$ cat src/hw/rtl/bbwm_pkg.sv
package bbwm_pkg;

  localparam int CfgAddrW = 4;
  localparam int ColSumW  = 11;
  localparam int WinSumW  = 14;

  typedef enum logic [1:0] {
    REG_IMAGE_COLS = 2'd0,
    REG_IMAGE_ROWS = 2'd1,
    REG_WIN_W      = 2'd2,
    REG_WIN_H      = 2'd3
  } reg_idx_e;

  typedef struct packed {
    logic [10:0] image_cols;
    logic [11:0] image_rows;
    logic [3:0]  win_w;
    logic [3:0]  win_h;
  } cfg_t;

  typedef struct packed {
    logic load;
    logic lrd;
    logic lacc;
    logic wr;
    logic wrd;
    logic wacc;
    logic dinit;
    logic dstep;
    logic oload;
  } dp_cmd_t;

  typedef struct packed {
    logic more_lines;
    logic has_result;
    logic more_cols;
    logic div_last;
    logic out_free;
  } dp_sts_t;

endpackage

$ cat src/hw/rtl/bbwm_regs.sv
module bbwm_regs
  import bbwm_pkg::*;
(
  input  logic                clk_i,
  input  logic                rst_ni,
  input  logic                psel,
  input  logic                penable,
  input  logic                pwrite,
  input  logic [CfgAddrW-1:0] paddr,
  input  logic [31:0]         pwdata,
  output logic [31:0]         prdata,
  output logic                pready,
  output cfg_t                cfg_o
);

  cfg_t     cfg_q, cfg_d;
  reg_idx_e idx;

  assign idx    = reg_idx_e'(paddr[3:2]);
  assign pready = 1'b1;
  assign cfg_o  = cfg_q;

  always_comb begin
    cfg_d = cfg_q;
    if (psel && penable && pwrite) begin
      case (idx)
        REG_IMAGE_COLS: cfg_d.image_cols = pwdata[10:0];
        REG_IMAGE_ROWS: cfg_d.image_rows = pwdata[11:0];
        REG_WIN_W:      cfg_d.win_w = pwdata[3:0];
        REG_WIN_H:      cfg_d.win_h = pwdata[3:0];
        default:        cfg_d = cfg_q;
      endcase
    end
  end

  always_comb begin
    case (idx)
      REG_IMAGE_COLS: prdata = {21'd0, cfg_q.image_cols};
      REG_IMAGE_ROWS: prdata = {20'd0, cfg_q.image_rows};
      REG_WIN_W:      prdata = {28'd0, cfg_q.win_w};
      REG_WIN_H:      prdata = {28'd0, cfg_q.win_h};
      default:        prdata = 32'd0;
    endcase
  end

  always_ff @(posedge clk_i or negedge rst_ni) begin
    if (!rst_ni) begin
      cfg_q <= '{image_cols: 11'd512, image_rows: 12'd512, win_w: 4'd3, win_h: 4'd3};
    end else begin
      cfg_q <= cfg_d;
    end
  end

endmodule

$ cat config.mk
export PLATFORM = sky130hd
export DESIGN_NAME = bbwm_regs
export DESIGN_NICKNAME = d
export VERILOG_FILES = /design/src/hw/rtl/bbwm_pkg.sv /design/src/hw/rtl/bbwm_regs.sv
export SDC_FILE = /design/constraint.sdc
export NUM_CORES = 1
export LEC_CHECK = 0
export BUFFER_PORTS_ARGS = -buffer_cell sky130_fd_sc_hd__buf_2
export CORE_MARGIN = 3
export CORE_UTILIZATION = 43
export CTS_BUF_LIST = sky130_fd_sc_hd__clkbuf_4
export CTS_CLUSTER_SIZE = 10
export DETAILED_ROUTE_END_ITERATION = 7
export HOLD_SLACK_MARGIN = 0.15
export PLACE_DENSITY = 0.86
export SYNTH_ARGS = -nofsm -noshare
export SYNTH_HDL_FRONTEND = slang
export SYNTH_SLANG_ARGS = --single-unit
$ cat constraint.sdc
create_clock -name clk_i -period 1.34 [get_ports clk_i]
set_input_delay 0.067 -clock clk_i [delete_from_list [all_inputs] [get_ports clk_i]]
set_output_delay 0.067 -clock clk_i [all_outputs]
set_load 0.02 [all_outputs]
==> flow_summary.ini <==
[floorplan]
io-pin-count = 105
rows = 21
die_area_sq_um = 4480
coreArea_sq_um = 3440
die_w_um = 66.9
die_h_um = 66.9
start_util_pct = 46.4

[min_path]
hold_path_class = in -> async

[power_and_ir_drop]
vdd_ir_drop_max_mv = 0.932
power.density_nw_per_um2 = 1470
p_leak_nw = 1.14

[final_layout]
largest_reg_flops = 31
design_area_sq_um = 2200
final_cell_mix = 56 x buf_2, 27 x mux2_2, 25 x dfrtp_1
num_antenna_cells = 0
final_common_cell = buf_2
final_cell_count_no_fill = 256
finalNetCount = 250
drive_above_1_share_pct = 62.9
fill_cells = 260
areaGrowthSynthToFinish_pct = 37.5

[grt]
grt_overflow = 0
grt_max_degree = 32
grt_pass1_wl_um = 5940
track_usage_pct = 18.4
antenna_found_initial = 0
grt_pass1_vias = 1212

[timing]
setup_viol = 4
min_period_ns = 1.43
drv_slew = 0
fin_ws_ns = -0.0888
rsz0062_at_grt = true
maxSlewHeadroom_pct = 54.4
hold_viol_final = 0
hold_slack_ns = 0.297
tightestPinTransition_ns = 0.684
max_freq_mhz = 700
fin_crit_sh_pct = 107
finalClockSkew_ns = 0

[drt]
wl_per_cell_um = 14.4
final_antenna_net_count = 0
vias_per_cell = 4.65
first_iter_violations = 34
drt_first_pass_iters = 4
vias = 1191
drt_wl_total_um = 3690
drcViolationCount = 0

[placement]
post_dp_cell_area_sq_um = 1900
place_congestion = 0.720
place_inst = 224
dp_slack_ns = 0.137
place_hpwl_um = 2510
port_buffers = 61

[flow_run]
max_cap_violations = 0

[clock_network]
htreeDepth = 2
clock_latency_ns = 0.32
tritoncts = yes
clkTransAtPathRegs_ns = 0.10
cts_buffers = 5
clockRootBuffer = clkbuf_4
clk_path_buf_depth = 2
clock_sinks = 31

[setup_path]
cp_data_required_time_ns = 1.27
crit_fanout = 3
cp.arrival_ns = 1.36
ff2ff_path_depth = 3
critical_path.startpoint_type = register
critPathKind = reg -> out
endpoint_kind = primary output

[synth]
syn-cell-area_sq_um = 1600
avgSynthCellArea_sq_um = 13.8
ys_seq_area_share_pct = 49.1
synth-seq-cells = 31
synth_cells = 116
ys.warnings.count = 0
synth.distinct_cells = 18

[outcome]
status = finished with violations
violations = setup timing
-- synthesized netlist by cell type --
cell	number	share of area, %
mux2_2	27	19
dfrtp_1	25	39
buf_4	24	11
nor2_1	8	1.9
mux2i_1	7	4.4
dfstp_2	6	9.9
mux2_4	4	3.8
mux4_2	4	5.6
conb_1	2	0.47
and3b_1	1	0.55
buf_2	1	0.31
buf_6	1	0.71
clkbuf_1	1	0.23
nand2_1	1	0.23
nand3_2	1	0.63
nor3_1	1	0.31
nor3b_2	1	0.78
or3b_4	1	0.71
-- what timing repair did --
action,in CTS,in global routing
hold endpoints to repair,56,0
endpoints found under the setup margin,4,5
hold buffers,13,0
gates resized for setup,8,1
setup buffers,9,2
-- logic make-up after synthesis --
| logic type | after synthesis | synth area share [%] |
|---|---|---|
| buffers and inverters | 27 | 12.5 |
| multiplexers | 42 | 32.8 |
| flip-flops | 31 | 49.1 |
| other | 2 | 0.470 |
| AND/OR/NAND/NOR | 14 | 5.09 |
-- final cells by class --
cell class              count  area (sq um)  area share, %
flip-flops and latches     31           783           35.7
multi-input cells          77           689           31.4
repair buffers             94           613           27.9
well taps                  46          57.6           2.62
clock buffers               6          45.0           2.05
clock inverters             2          7.51          0.342
-- layer usage --
layer | vias up | GRT usage, % | part of all wire, %
li1 | 548 | - | -
met1 | 567 | 22.6 | 41
met3 | 6 | 8.26 | 12
met4 | 0 | 8.35 | 1.7
met5 | - | 0 | 0
met2 | 70 | 27.4 | 44
-- worst max-delay path, cell delays in order, from the launching register on --
cell,delay [ns]
dfrtp_1,0.41
mux4_2,0.48
buf_6,0.15
-- worst paths after layout --
check | start | end | slack, ns
worst max-delay path | cfg_o[6] | prdata[2] | -0.09
worst min-delay path | rst_ni | cfg_o[25] | 0.30
min in group clk_i | penable | cfg_o[4] | 0.32
max in group asynchronous | rst_ni | cfg_o[20] | 0.60
worst min register to register | cfg_o[11] | cfg_o[11] | 0.54
worst max register to register | cfg_o[8] | cfg_o[8] | 0.36
-- report_power, final --
group / switching, mW / internal [mW]
Sequential: 0.148 / 1.18
Combinational: 0.731 / 0.636
Clock: 0.315 / 0.214
Total: 1.19 / 2.03
-- per-stage QoR --
stage	power, mW	setup TNS (ns)	util (%)
2_1_floorplan	2.15	0	-
3_3_place_gp	2.49	0	55.3
3_5_place_dp	2.52	0	55.3
4_1_cts	3.23	-0.346	63.3
5_1_grt	3.42	-0.505	63.8
6_report	3.23	-0.260	63.8
Note: power is estimated with default switching activity, not from simulation.
