[src/hw/rtl/bbwm_pkg.sv]
package bbwm_pkg;

  localparam int CfgAddrW = 4;
  localparam int ColSumW  = 11;
  localparam int WinSumW  = 14;

  typedef enum logic [1:0] {
    REG_IMAGE_COLS = 2'd0,
    REG_IMAGE_ROWS = 2'd1,
    REG_WIN_W      = 2'd2,
    REG_WIN_H      = 2'd3
  } reg_idx_e;

  typedef struct packed {
    logic [10:0] image_cols;
    logic [11:0] image_rows;
    logic [3:0]  win_w;
    logic [3:0]  win_h;
  } cfg_t;

  typedef struct packed {
    logic load;
    logic lrd;
    logic lacc;
    logic wr;
    logic wrd;
    logic wacc;
    logic dinit;
    logic dstep;
    logic oload;
  } dp_cmd_t;

  typedef struct packed {
    logic more_lines;
    logic has_result;
    logic more_cols;
    logic div_last;
    logic out_free;
  } dp_sts_t;

endpackage

[src/hw/rtl/bbwm_ctrl.sv]
module bbwm_ctrl
  import bbwm_pkg::*;
(
  input  logic    clk_i,
  input  logic    rst_ni,
  input  logic    in_valid_i,
  output logic    in_ready_o,
  input  dp_sts_t sts_i,
  output dp_cmd_t cmd_o
);

  typedef enum logic [3:0] {
    S_IDLE, S_LRD, S_LACC, S_WR, S_WRD, S_WACC, S_DINIT, S_DSTEP, S_DONE
  } state_e;

  state_e state_q, state_d;

  always_comb begin
    state_d    = state_q;
    cmd_o      = '0;
    in_ready_o = 1'b0;
    case (state_q)
      S_IDLE: begin
        in_ready_o = 1'b1;
        if (in_valid_i) begin
          cmd_o.load = 1'b1;
          state_d    = S_LRD;
        end
      end
      S_LRD: begin
        if (sts_i.more_lines) begin
          cmd_o.lrd = 1'b1;
          state_d   = S_LACC;
        end else begin
          state_d = S_WR;
        end
      end
      S_LACC: begin
        cmd_o.lacc = 1'b1;
        state_d    = S_LRD;
      end
      S_WR: begin
        cmd_o.wr = 1'b1;
        state_d  = sts_i.has_result ? S_WRD : S_IDLE;
      end
      S_WRD: begin
        if (sts_i.more_cols) begin
          cmd_o.wrd = 1'b1;
          state_d   = S_WACC;
        end else begin
          state_d = S_DINIT;
        end
      end
      S_WACC: begin
        cmd_o.wacc = 1'b1;
        state_d    = S_WRD;
      end
      S_DINIT: begin
        cmd_o.dinit = 1'b1;
        state_d     = S_DSTEP;
      end
      S_DSTEP: begin
        cmd_o.dstep = 1'b1;
        if (sts_i.div_last) begin
          state_d = S_DONE;
        end
      end
      S_DONE: begin
        if (sts_i.out_free) begin
          cmd_o.oload = 1'b1;
          state_d     = S_IDLE;
        end
      end
      default: state_d = S_IDLE;
    endcase
  end

  always_ff @(posedge clk_i or negedge rst_ni) begin
    if (!rst_ni) begin
      state_q <= S_IDLE;
    end else begin
      state_q <= state_d;
    end
  end

endmodule

[config.mk]
export PLATFORM = sky130hd
export DESIGN_NAME = bbwm_ctrl
export DESIGN_NICKNAME = d
export VERILOG_FILES = /design/src/hw/rtl/bbwm_pkg.sv /design/src/hw/rtl/bbwm_ctrl.sv
export SDC_FILE = /design/constraint.sdc
export NUM_CORES = 1
export LEC_CHECK = 0
export BUFFER_PORTS_ARGS = -buffer_cell sky130_fd_sc_hd__buf_2
export CAP_MARGIN = 20
export CORE_AREA = 2 2 39 41
export CTS_CLUSTER_DIAMETER = 60
export CTS_CLUSTER_SIZE = 12
export DETAILED_ROUTE_END_ITERATION = 16
export DIE_AREA = 0 0 41 43
export GPL_ROUTABILITY_DRIVEN = 0
export PLACE_DENSITY = 0.49
export SLEW_MARGIN = 20
export SYNTH_ARGS = -nofsm -noshare
export SYNTH_HDL_FRONTEND = slang
export SYNTH_SLANG_ARGS = --single-unit
[constraint.sdc]
create_clock -name clk_i -period 2.5 [get_ports clk_i]
set_input_delay 0.125 -clock clk_i [delete_from_list [all_inputs] [get_ports clk_i]]
set_output_delay 0.125 -clock clk_i [all_outputs]
set_load 0.01 [all_outputs]
==> metrics.yaml, run 1 <==
route:
  dr.pass1.iters: 4
  drcViolationCount: 0
  wirelength_um: 791
  antenna_left: 0
  num_vias: 349
  detail_route.vias_per_cell: 4.781
  drtIter0Drc: 4
  wl_per_cell_um: 10.84
clocking:
  cts_tree: "built"
  cts_buffers: 3
  clockBufferDepth: 2
  clock_latency_ns: 0.23
  cts_root_buf: "clkbuf_4"
  path_clk_slew_ns: 0.04
  cts_setup_buffers: 0
  h-tree-depth: 1
  cts.sinks: 4
power_and_ir_drop:
  ir_drop_uv: 282.1
  p_leak_nw: 0.2102
  p_per_area_nw_per_um2: 1098
setup_path:
  crit_path_cell_trace: "or4b_4 -> nor2_1 -> buf_2"
  r2r_slack_ns: 1.14
  reg2regPathDepth: 2
  timing.rr.end: "state_q[0]"
  crit_buf_inv: 1
  critPathKind: "flop to output pin"
  r2r-start: "state_q[2]"
  critical_path.max_stage_delay_ns: 0.59
  cp.required_ns: 2.38
  critPathMaxFanout: 12
  start_kind: "flop"
  cp_slowest_cell: "or4b_4"
  critPathTopFamily: "simple AND/OR/NAND/NOR gates"
  cp.arrival_ns: 1.54
  endpoint_kind: "output pin"
floorplan:
  dieWidth_um: 41
  rows: 14
  die_area_um2: 1763
  initial_core_util_pct: 24.23
  ios: 18
  core_um2: 1384
  die_height_um: 43
final_layout:
  largest_register: "state_q"
  fin_util_pct: 32.10
  layoutNonFillerInstCount: 73
  fill_cells: 150
  drive_gt1_share_pct: 42.11
  layout.nets: 67
  largest_register_ffs: 4
  syn2layout_area_growth_pct: 32.46
  layout_common_cells: "buf_2, nor2_1, nor3_1, nand2_1, dfrtp_1"
  diodes: 0
  top_regs: "state_q (4)"
  regArea_um2: 100.1
  layout_commonest_cell: "buf_2"
  multiInputGateArea_um2: 202.7
synth:
  synth_xor_area_share_pct: 0
  yosys.area_share.simple_pct: 47.01
  yosysSeqAreaShare_pct: 29.85
  yosysWarningCount: 0
  synth_area_per_cell_um2: 8.383
  synth-seq-cells: 4
  synth_fa_ha_area_share_pct: 0
  synth_top_family_by_area: "simple AND/OR/NAND/NOR gates"
  synth-compound-area-share_pct: 13.43
  synth_mux_area_share_pct: 0
  synth.cell_area_um2: 335.3
  yosysUniqueCellTypes: 25
  syn_inst: 40
  synth_nets: 48
sta:
  min_period_ns: 1.669
  relSlewSlack_pct: 70.86
  worst_pin_slew_ns: 0.4371
  setup_viol: 0
  fin_ws_ns: 0.8305
  setup_tns_ns: 0
  rsz0062_at_grt: "false"
  fin_skew_ns: 0.001829
  fmaxAchievable_mhz: 599.0
  final_max_slew_viol_count: 0
  finalCritPeriodShare_pct: 66.78
  hold_viol_final: 0
outcome:
  status: "finished clean"
min_path:
  min_path_cells: 2
  hold_path_class: "input port to flop"
  holdCritStartpoint: "sts_i[0]"
  hold_end: "state_q[3]"
grt:
  grt_pass1_wl_um: 1235
  grt_remaining_overflow: 0
  grt_max_degree: 14
  grtUsageMet3_pct: 6.283
  use_met1_pct: 14.52
  antenna_found_initial: 0
  use_met2_pct: 12.81
  grt.busiest_layer: "met1"
  grt_pass1_vias: 304
  track_usage_pct: 10.75
placement:
  post-place-cells: 69
  dpl.hpwl_um: 582.5
  io_buffers: 17
  place_ws_ns: 1.076
run:
  maxCapViolations: 0
==> through the flow <==
step	area (µm²)	hold WS [ns]	power [mW]
floorplan	335.3	-0.1706	0.3490
global placement	411.6	-0.06849	0.4105
detailed placement	411.6	-0.06864	0.4094
CTS	444.2	0.1005	0.4952
global route	444.2	0.1010	0.5360
finish	444.2	0.1080	0.4877
==> worst max-delay path by stage <==
| stage | cells after the start | endpoint | start | slack (ns) |
|---|---|---|---|---|
| detailed placement | 3 | cmd_o[0] | state_q[1] | 1.08 |
| global route | 3 | cmd_o[0] | state_q[1] | 0.77 |
| floorplan | 3 | cmd_o[8] | state_q[1] | 1.22 |
| finish | 3 | cmd_o[0] | state_q[1] | 0.83 |
| global placement | 3 | cmd_o[0] | state_q[1] | 1.08 |
| CTS | 3 | cmd_o[0] | state_q[1] | 0.82 |
==> cells by family (layout without fill, tap and decap cells) <==
logic type             count (synthesis)  after routing
buffers and inverters                  5             22
flip-flops                             4              4
AO/OA/AOI/OAI                          6              6
AND/OR/NAND/NOR                       25             25
==> Yosys cell counts, drive strengths merged <==
cell type	instances	area, µm²
nor3b	1	7.510
nor2	4	15.01
nor2b	2	12.51
and2	1	6.260
nand2b	2	20.02
nand4b	1	8.760
nor3	4	20.02
dfrtp	4	100.1
nand2	4	15.01
o41ai	1	8.760
o31a	1	8.760
inv	1	3.750
or3	1	6.260
buf	4	28.78
nand3	1	5.000
o22ai	1	12.51
nor4b	1	8.760
o21ai	1	5.000
or4b	1	13.76
a21oi	2	10.01
nor4	2	18.77
==> metal layers <==
layer  routed length, µm  up-vias
met1                 360      153
met4                  12        0
li1                    -      180
met2                 362       14
met5                   0        -
met3                  55        2
==> area by class of cell <==
| class | count | area share, % |
|---|---|---|
| Sequential cell | 4 | 22.54 |
| Clock buffer | 3 | 5.070 |
| Inverter | 1 | 0.8451 |
| Tap cell | 16 | 4.507 |
| Timing Repair Buffer | 18 | 21.41 |
| Multi-Input combinational cell | 31 | 45.63 |
==> what timing repair did <==
| item | in CTS | in global routing |
|---|---|---|
| endpoints found under the setup margin | 0 | 0 |
| endpoints found under the hold margin | 4 | 0 |
| resized for setup | 0 | 0 |
| hold buffers | 1 | 0 |
==> worst register-to-register path: stages (launching register included) <==
cell and delay, ns:
dfrtp_1 0.52, o31a_1 0.34, o41ai_1 0.37
==> power breakdown <==
group	switching, mW	internal (mW)
registers	0.0883	0.0916
clock network	0.0248	0.0536
logic	0.113	0.116
(Power assumes the default switching activity.)
==> run 2, diff against run 1 <==
--- a/config.mk
+++ b/config.mk
@@ -13,7 +13,7 @@
 export DETAILED_ROUTE_END_ITERATION = 16
 export DIE_AREA = 0 0 41 43
 export GPL_ROUTABILITY_DRIVEN = 0
-export PLACE_DENSITY = 0.49
+export PLACE_DENSITY = 0.51
 export SLEW_MARGIN = 20
 export SYNTH_ARGS = -nofsm -noshare
 export SYNTH_HDL_FRONTEND = slang
==> constraint.sdc (replaced) <==
create_clock -name clk_i -period 1.4 [get_ports clk_i]
set_input_delay 0.07 -clock clk_i [delete_from_list [all_inputs] [get_ports clk_i]]
set_output_delay 0.07 -clock clk_i [all_outputs]
set_load 0.01 [all_outputs]
==> run 2 against run 1 <==
Against the previous run: the run now ends with negative setup slack left; register-to-register slack worse by 0.99 ns; global-route usage is 1.1 points higher; first-iteration DRC count is 130% higher; clock power is 77% higher; non-clock buffer count is 7 higher; worst setup slack worse by 0.86 ns; worst hold slack worse by 0.051 ns; utilization is 4.8 points higher; total power is 110% higher; cell count is 9.6% higher; final area is 15% higher; largest cell class unchanged.
==> metrics.yaml, run 2 (same netlist as run 1, synthesis figures left out) <==
grt:
  antenna_found_initial: 0
  grt_pass1_wl_um: 1359
  grt_max_degree: 12
  grt_remaining_overflow: 0
  grt_pass1_vias: 335
  track_usage_pct: 11.90
final_layout:
  regArea_um2: 100.1
  layout.nets: 74
  top_regs: "state_q (4)"
  largest_register: "state_q"
  layout_commonest_cell: "buf_2"
  largest_register_ffs: 4
  multiInputGateArea_um2: 216.5
  drive_gt1_share_pct: 51.56
  fill_cells: 141
  diodes: 0
  syn2layout_area_growth_pct: 52.24
  layout_common_cells: "buf_2, buf_4, nor3_1, nand2_1, dfrtp_1"
sta:
  finalCritPeriodShare_pct: 102.3
  rsz0062_at_grt: "true"
  fmaxAchievable_mhz: 697.9
  setup_tns_ns: -0.05182
  setup_viol: 2
  fin_skew_ns: 0.002634
  min_period_ns: 1.433
  hold_viol_final: 0
  final_max_slew_viol_count: 0
  fin_ws_ns: -0.03283
  relSlewSlack_pct: 83.53
  worst_pin_slew_ns: 0.2439
setup_path:
  crit_path_cell_trace: "or4b_4 -> nor2_2 -> buf_2"
  cp_slowest_cell: "or4b_4"
  start_kind: "flop"
  endpoint_kind: "output pin"
  critical_path.max_stage_delay_ns: 0.55
  cp.required_ns: 1.33
  cp.arrival_ns: 1.36
  critPathKind: "flop to output pin"
  critPathMaxFanout: 2
placement:
  place_ws_ns: 0.1857
  dpl.hpwl_um: 640.9
  io_buffers: 17
floorplan:
  rows: 14
  core_um2: 1384
  die_height_um: 43
  dieWidth_um: 41
  die_area_um2: 1763
  ios: 18
  initial_core_util_pct: 24.23
power_and_ir_drop:
  clkPwrFrac_pct: 13.4
  sw_frac_of_total_pct: 42.86
  p_per_area_nw_per_um2: 2024
  seq_power_share_pct: 20.2
  switchingPower_mw: 0.4428
  ir_drop_uv: 622.7
  p_comb_share_pct: 66.3
  p_leak_nw: 0.2475
  internal_power_mw: 0.5903
route:
  detail_route.vias_per_cell: 4.725
  antenna_left: 0
  drcViolationCount: 0
  drtIter0Drc: 9
  wirelength_um: 866
  num_vias: 378
  wl_per_cell_um: 10.83
  dr.pass1.iters: 5
min_path:
  hold_path_class: "input port to flop"
clocking:
  clock_latency_ns: 0.23
  cts_tree: "built"
  clockBufferDepth: 2
  cts_root_buf: "clkbuf_4"
  cts.sinks: 4
  h-tree-depth: 1
  path_clk_slew_ns: 0.04
  cts_buffers: 3
outcome:
  violations: "negative setup slack"
  status: "complete, but fails checks"
run:
  maxCapViolations: 0
run 2: cell count changes in the layout (fill, tap and decap cells not counted):
cell | previous run | this run
nor2b_2 | 0 | 1
buf_4 | 0 | 7
nor2_1 | 4 | 3
nor4_4 | 0 | 1
nor2b_1 | 2 | 1
nor4_2 | 1 | 0
nor2_2 | 0 | 1
run 2: worst max-delay path: cells and delay by family, from the launching register on:
family | cells | cell delay [ns]
DFF | 1 | 0.37
and+or+nand+nor | 2 | 0.63
buffers and inverters | 1 | 0.12
run 2: layout make-up:
class / instances / share of cell area [%]
Multi-Input combinational cell: 31 / 42.40
Timing Repair Buffer: 25 / 28.92
Sequential cell: 4 / 19.61
Clock buffer: 3 / 4.412
Tap cell: 16 / 3.922
Inverter: 1 / 0.7353
run 2: stage by stage:
stage	instance area [µm²]	cells	power (mW)	util [%]	hold slack, ns
final	510.5	80	1.033	36.89	0.05739
after global routing	510.5	80	1.124	36.89	0.05938
after CTS	508.0	80	1.041	36.71	0.05329
after detailed placement	449.2	74	0.8216	32.46	-0.1241
after global placement	449.2	74	0.8243	32.46	-0.1212
after floorplan	335.3	40	0.6232	-	-0.2256
run 2: power groups by stage:
| stage | Combinational (mW) | Sequential (mW) | Clock (mW) |
|---|---|---|---|
| after CTS | 0.690 | 0.206 | 0.146 |
| after detailed placement | 0.609 | 0.212 | 0 |
| after floorplan | 0.422 | 0.202 | 0 |
| after global placement | 0.614 | 0.211 | 0 |
| final | 0.685 | 0.209 | 0.139 |
| after global routing | 0.750 | 0.217 | 0.157 |
run 2: worst paths after layout:
| path | start | end | slack (ns) | cells past startpoint |
|---|---|---|---|---|
| setup / recovery | state_q[0] | cmd_o[0] | -0.03 | 3 |
| hold / removal | sts_i[0] | state_q[3] | 0.06 | 2 |
| setup reg to reg | state_q[2] | state_q[0] | 0.15 | 3 |
| hold reg to reg | state_q[0] | state_q[3] | 0.60 | 2 |
| max in group asynchronous | rst_ni | state_q[3] | 1.10 | 2 |
| min in group asynchronous | rst_ni | state_q[0] | 0.18 | 2 |
run 2: layer usage:
layer | vias to the layer above | track usage [%] | wire length, µm
met5 | - | 0 | 0
met4 | 0 | 12.00 | 19
met3 | 2 | 1.571 | 54
met2 | 16 | 15.31 | 421
met1 | 167 | 15.64 | 370
li1 | 193 | - | -
run 2: repair_timing:
| action | CTS | global route |
|---|---|---|
| gates resized for setup | 2 | 1 |
| cloned | 0 | 0 |
| endpoints found under the setup margin | 4 | 5 |
| hold buffers | 1 | 0 |
| pin swaps | 1 | 0 |
| buffers inserted | 2 | 0 |
| hold endpoints to repair | 4 | 0 |
==> run 3, diff against run 2 <==
--- a/config.mk
+++ b/config.mk
@@ -13,7 +13,9 @@
 export DETAILED_ROUTE_END_ITERATION = 16
 export DIE_AREA = 0 0 41 43
 export GPL_ROUTABILITY_DRIVEN = 0
-export PLACE_DENSITY = 0.51
+export HOLD_SLACK_MARGIN = 0.08
+export PLACE_DENSITY = 0.49
+export SKIP_CTS_REPAIR_TIMING = 1
 export SLEW_MARGIN = 20
 export SYNTH_ARGS = -nofsm -noshare
 export SYNTH_HDL_FRONTEND = slang
==> constraint.sdc (replaced) <==
create_clock -name clk_i -period 1.9 [get_ports clk_i]
set_input_delay 0.095 -clock clk_i [delete_from_list [all_inputs] [get_ports clk_i]]
set_output_delay 0.095 -clock clk_i [all_outputs]
set_load 0.01 [all_outputs]
==> run 3 against run 2 <==
Against the previous run: clock power fell by 24%; the run now ends clean; critical path type unchanged; total power fell by 37%; sequential power rose by 13%.
==> metrics.yaml, run 3 (same netlist as run 1, synthesis figures left out) <==
floorplan:
  rows: 14
  die_area_um2: 1763
  core_um2: 1384
  initial_core_util_pct: 24.23
  ios: 18
  dieWidth_um: 41
  die_height_um: 43
clocking:
  h-tree-depth: 1
  clock_latency_ns: 0.24
  path_clk_slew_ns: 0.04
  cts_buffers: 3
  cts_tree: "built"
  cts_root_buf: "clkbuf_4"
  cts.sinks: 4
  clockBufferDepth: 2
sta:
  setup_tns_ns: 0
  hold_viol_final: 0
  relSlewSlack_pct: 69.80
  min_period_ns: 1.646
  fin_skew_ns: 0.001845
  setup_viol: 0
  final_max_slew_viol_count: 0
  fmaxAchievable_mhz: 607.7
  finalCritPeriodShare_pct: 86.61
  worst_pin_slew_ns: 0.4530
  rsz0062_at_grt: "false"
power_and_ir_drop:
  p_leak_nw: 0.2144
  seq_power_share_pct: 36.6
  p_comb_share_pct: 47.0
  switchingPower_mw: 0.3019
  clkPwrFrac_pct: 16.4
  internal_power_mw: 0.3453
  p_per_area_nw_per_um2: 1425
  ir_drop_uv: 344.4
  sw_frac_of_total_pct: 46.64
  totalPowerFinal_mw: 0.6472
final_layout:
  layout_common_cells: "buf_2, nor2_1, nor3_1, nand2_1, dfrtp_1"
  layoutNonFillerInstCount: 74
  top_regs: "state_q (4)"
  largest_register_ffs: 4
  drive_gt1_share_pct: 41.38
  syn2layout_area_growth_pct: 35.45
  layout.nets: 68
  layout_commonest_cell: "buf_2"
  largest_register: "state_q"
  diodes: 0
placement:
  post-place-cells: 69
  io_buffers: 17
route:
  wl_per_cell_um: 10.92
  dr.pass1.iters: 5
  drtIter0Drc: 7
  drcViolationCount: 0
  num_vias: 365
  wirelength_um: 808
  detail_route.vias_per_cell: 4.932
  antenna_left: 0
setup_path:
  cp.arrival_ns: 1.55
  critPathMaxFanout: 12
  start_kind: "flop"
  r2r-start: "state_q[2]"
  critPathKind: "flop to output pin"
  timing.rr.end: "state_q[0]"
  r2r_slack_ns: 0.54
  reg2regPathDepth: 2
  endpoint_kind: "output pin"
  critPathLaunch: "state_q[1]"
  cp.required_ns: 1.80
grt:
  grt_pass1_wl_um: 1338
  grt_max_degree: 14
  grt_pass1_vias: 333
  track_usage_pct: 11.57
  antenna_found_initial: 0
  grt_remaining_overflow: 0
min_path:
  hold_end: "state_q[2]"
  hold_path_class: "input port to flop"
  holdCritStartpoint: "sts_i[3]"
  min_path_cells: 3
outcome:
  status: "finished clean"
run:
  maxCapViolations: 0
## run 3: cell count changes in the layout (fill, tap and decap cells not counted)
cell | before | now
nor4_2 | 0 | 1
nor4_4 | 1 | 0
nor2b_1 | 1 | 2
nor2b_2 | 1 | 0
nor2_1 | 3 | 4
dlygate4sd3_1 | 1 | 2
nor2_2 | 1 | 0
buf_4 | 7 | 0
## run 3: power groups by stage
stage / sequential, mW / clock [mW] / combinational (mW)
after detailed placement: 0.238 / 0 / 0.303
after CTS: 0.237 / 0.111 / 0.304
after global placement: 0.238 / 0 / 0.302
after global routing: 0.253 / 0.118 / 0.339
after floorplan: 0.148 / 0 / 0.311
final: 0.237 / 0.106 / 0.304
## run 3: worst max-delay path by stage
| stage | slack (ns) | to | depth (start not counted) |
|---|---|---|---|
| 2_1_floorplan | 0.65 | cmd_o[8] | 3 |
| 3_3_place_gp | 0.51 | cmd_o[0] | 3 |
| 3_5_place_dp | 0.50 | cmd_o[0] | 3 |
| 4_1_cts | 0.24 | cmd_o[0] | 3 |
| 5_1_grt | 0.18 | cmd_o[0] | 3 |
| 6_report | 0.25 | cmd_o[0] | 3 |
## run 3: critical path: stages, from the launching register on
cell and delay (ns):
dfrtp_1 0.50, or4b_4 0.59, nor2_1 0.09, buf_2 0.13
## run 3: metrics by stage
stage	utilization [%]	hold slack [ns]	instance area [µm²]	setup WS [ns]
3_3_place_gp	29.75	-0.09849	411.6	0.5105
5_1_grt	32.82	0.1543	454.2	0.1805
2_1_floorplan	-	-0.2006	335.3	0.6525
4_1_cts	31.37	-0.3513	434.2	0.2397
6_report	32.82	0.1507	454.2	0.2544
3_5_place_dp	29.75	-0.09913	411.6	0.4955
## run 3: area by class of cell
| class | count | area [µm²] |
|---|---|---|
| sequential | 4 | 100.1 |
| tap | 16 | 20.02 |
| inverter | 1 | 3.754 |
| clock buffer | 3 | 22.52 |
| timing repair buffer | 19 | 105.1 |
| fill | 152 | 929.6 |
| multi-input combinational | 31 | 202.7 |
## run 3: per-layer routing
metal | wire length (µm) | share of wire (%) | GRT usage (%) | vias up
met1 | 342 | 42 | 14.24 | 164
met4 | 36 | 4.5 | 12.67 | 0
li1 | - | - | - | 181
met5 | 0 | 0 | 0 | -
met2 | 383 | 47 | 15.31 | 15
met3 | 45 | 5.6 | 1.571 | 5
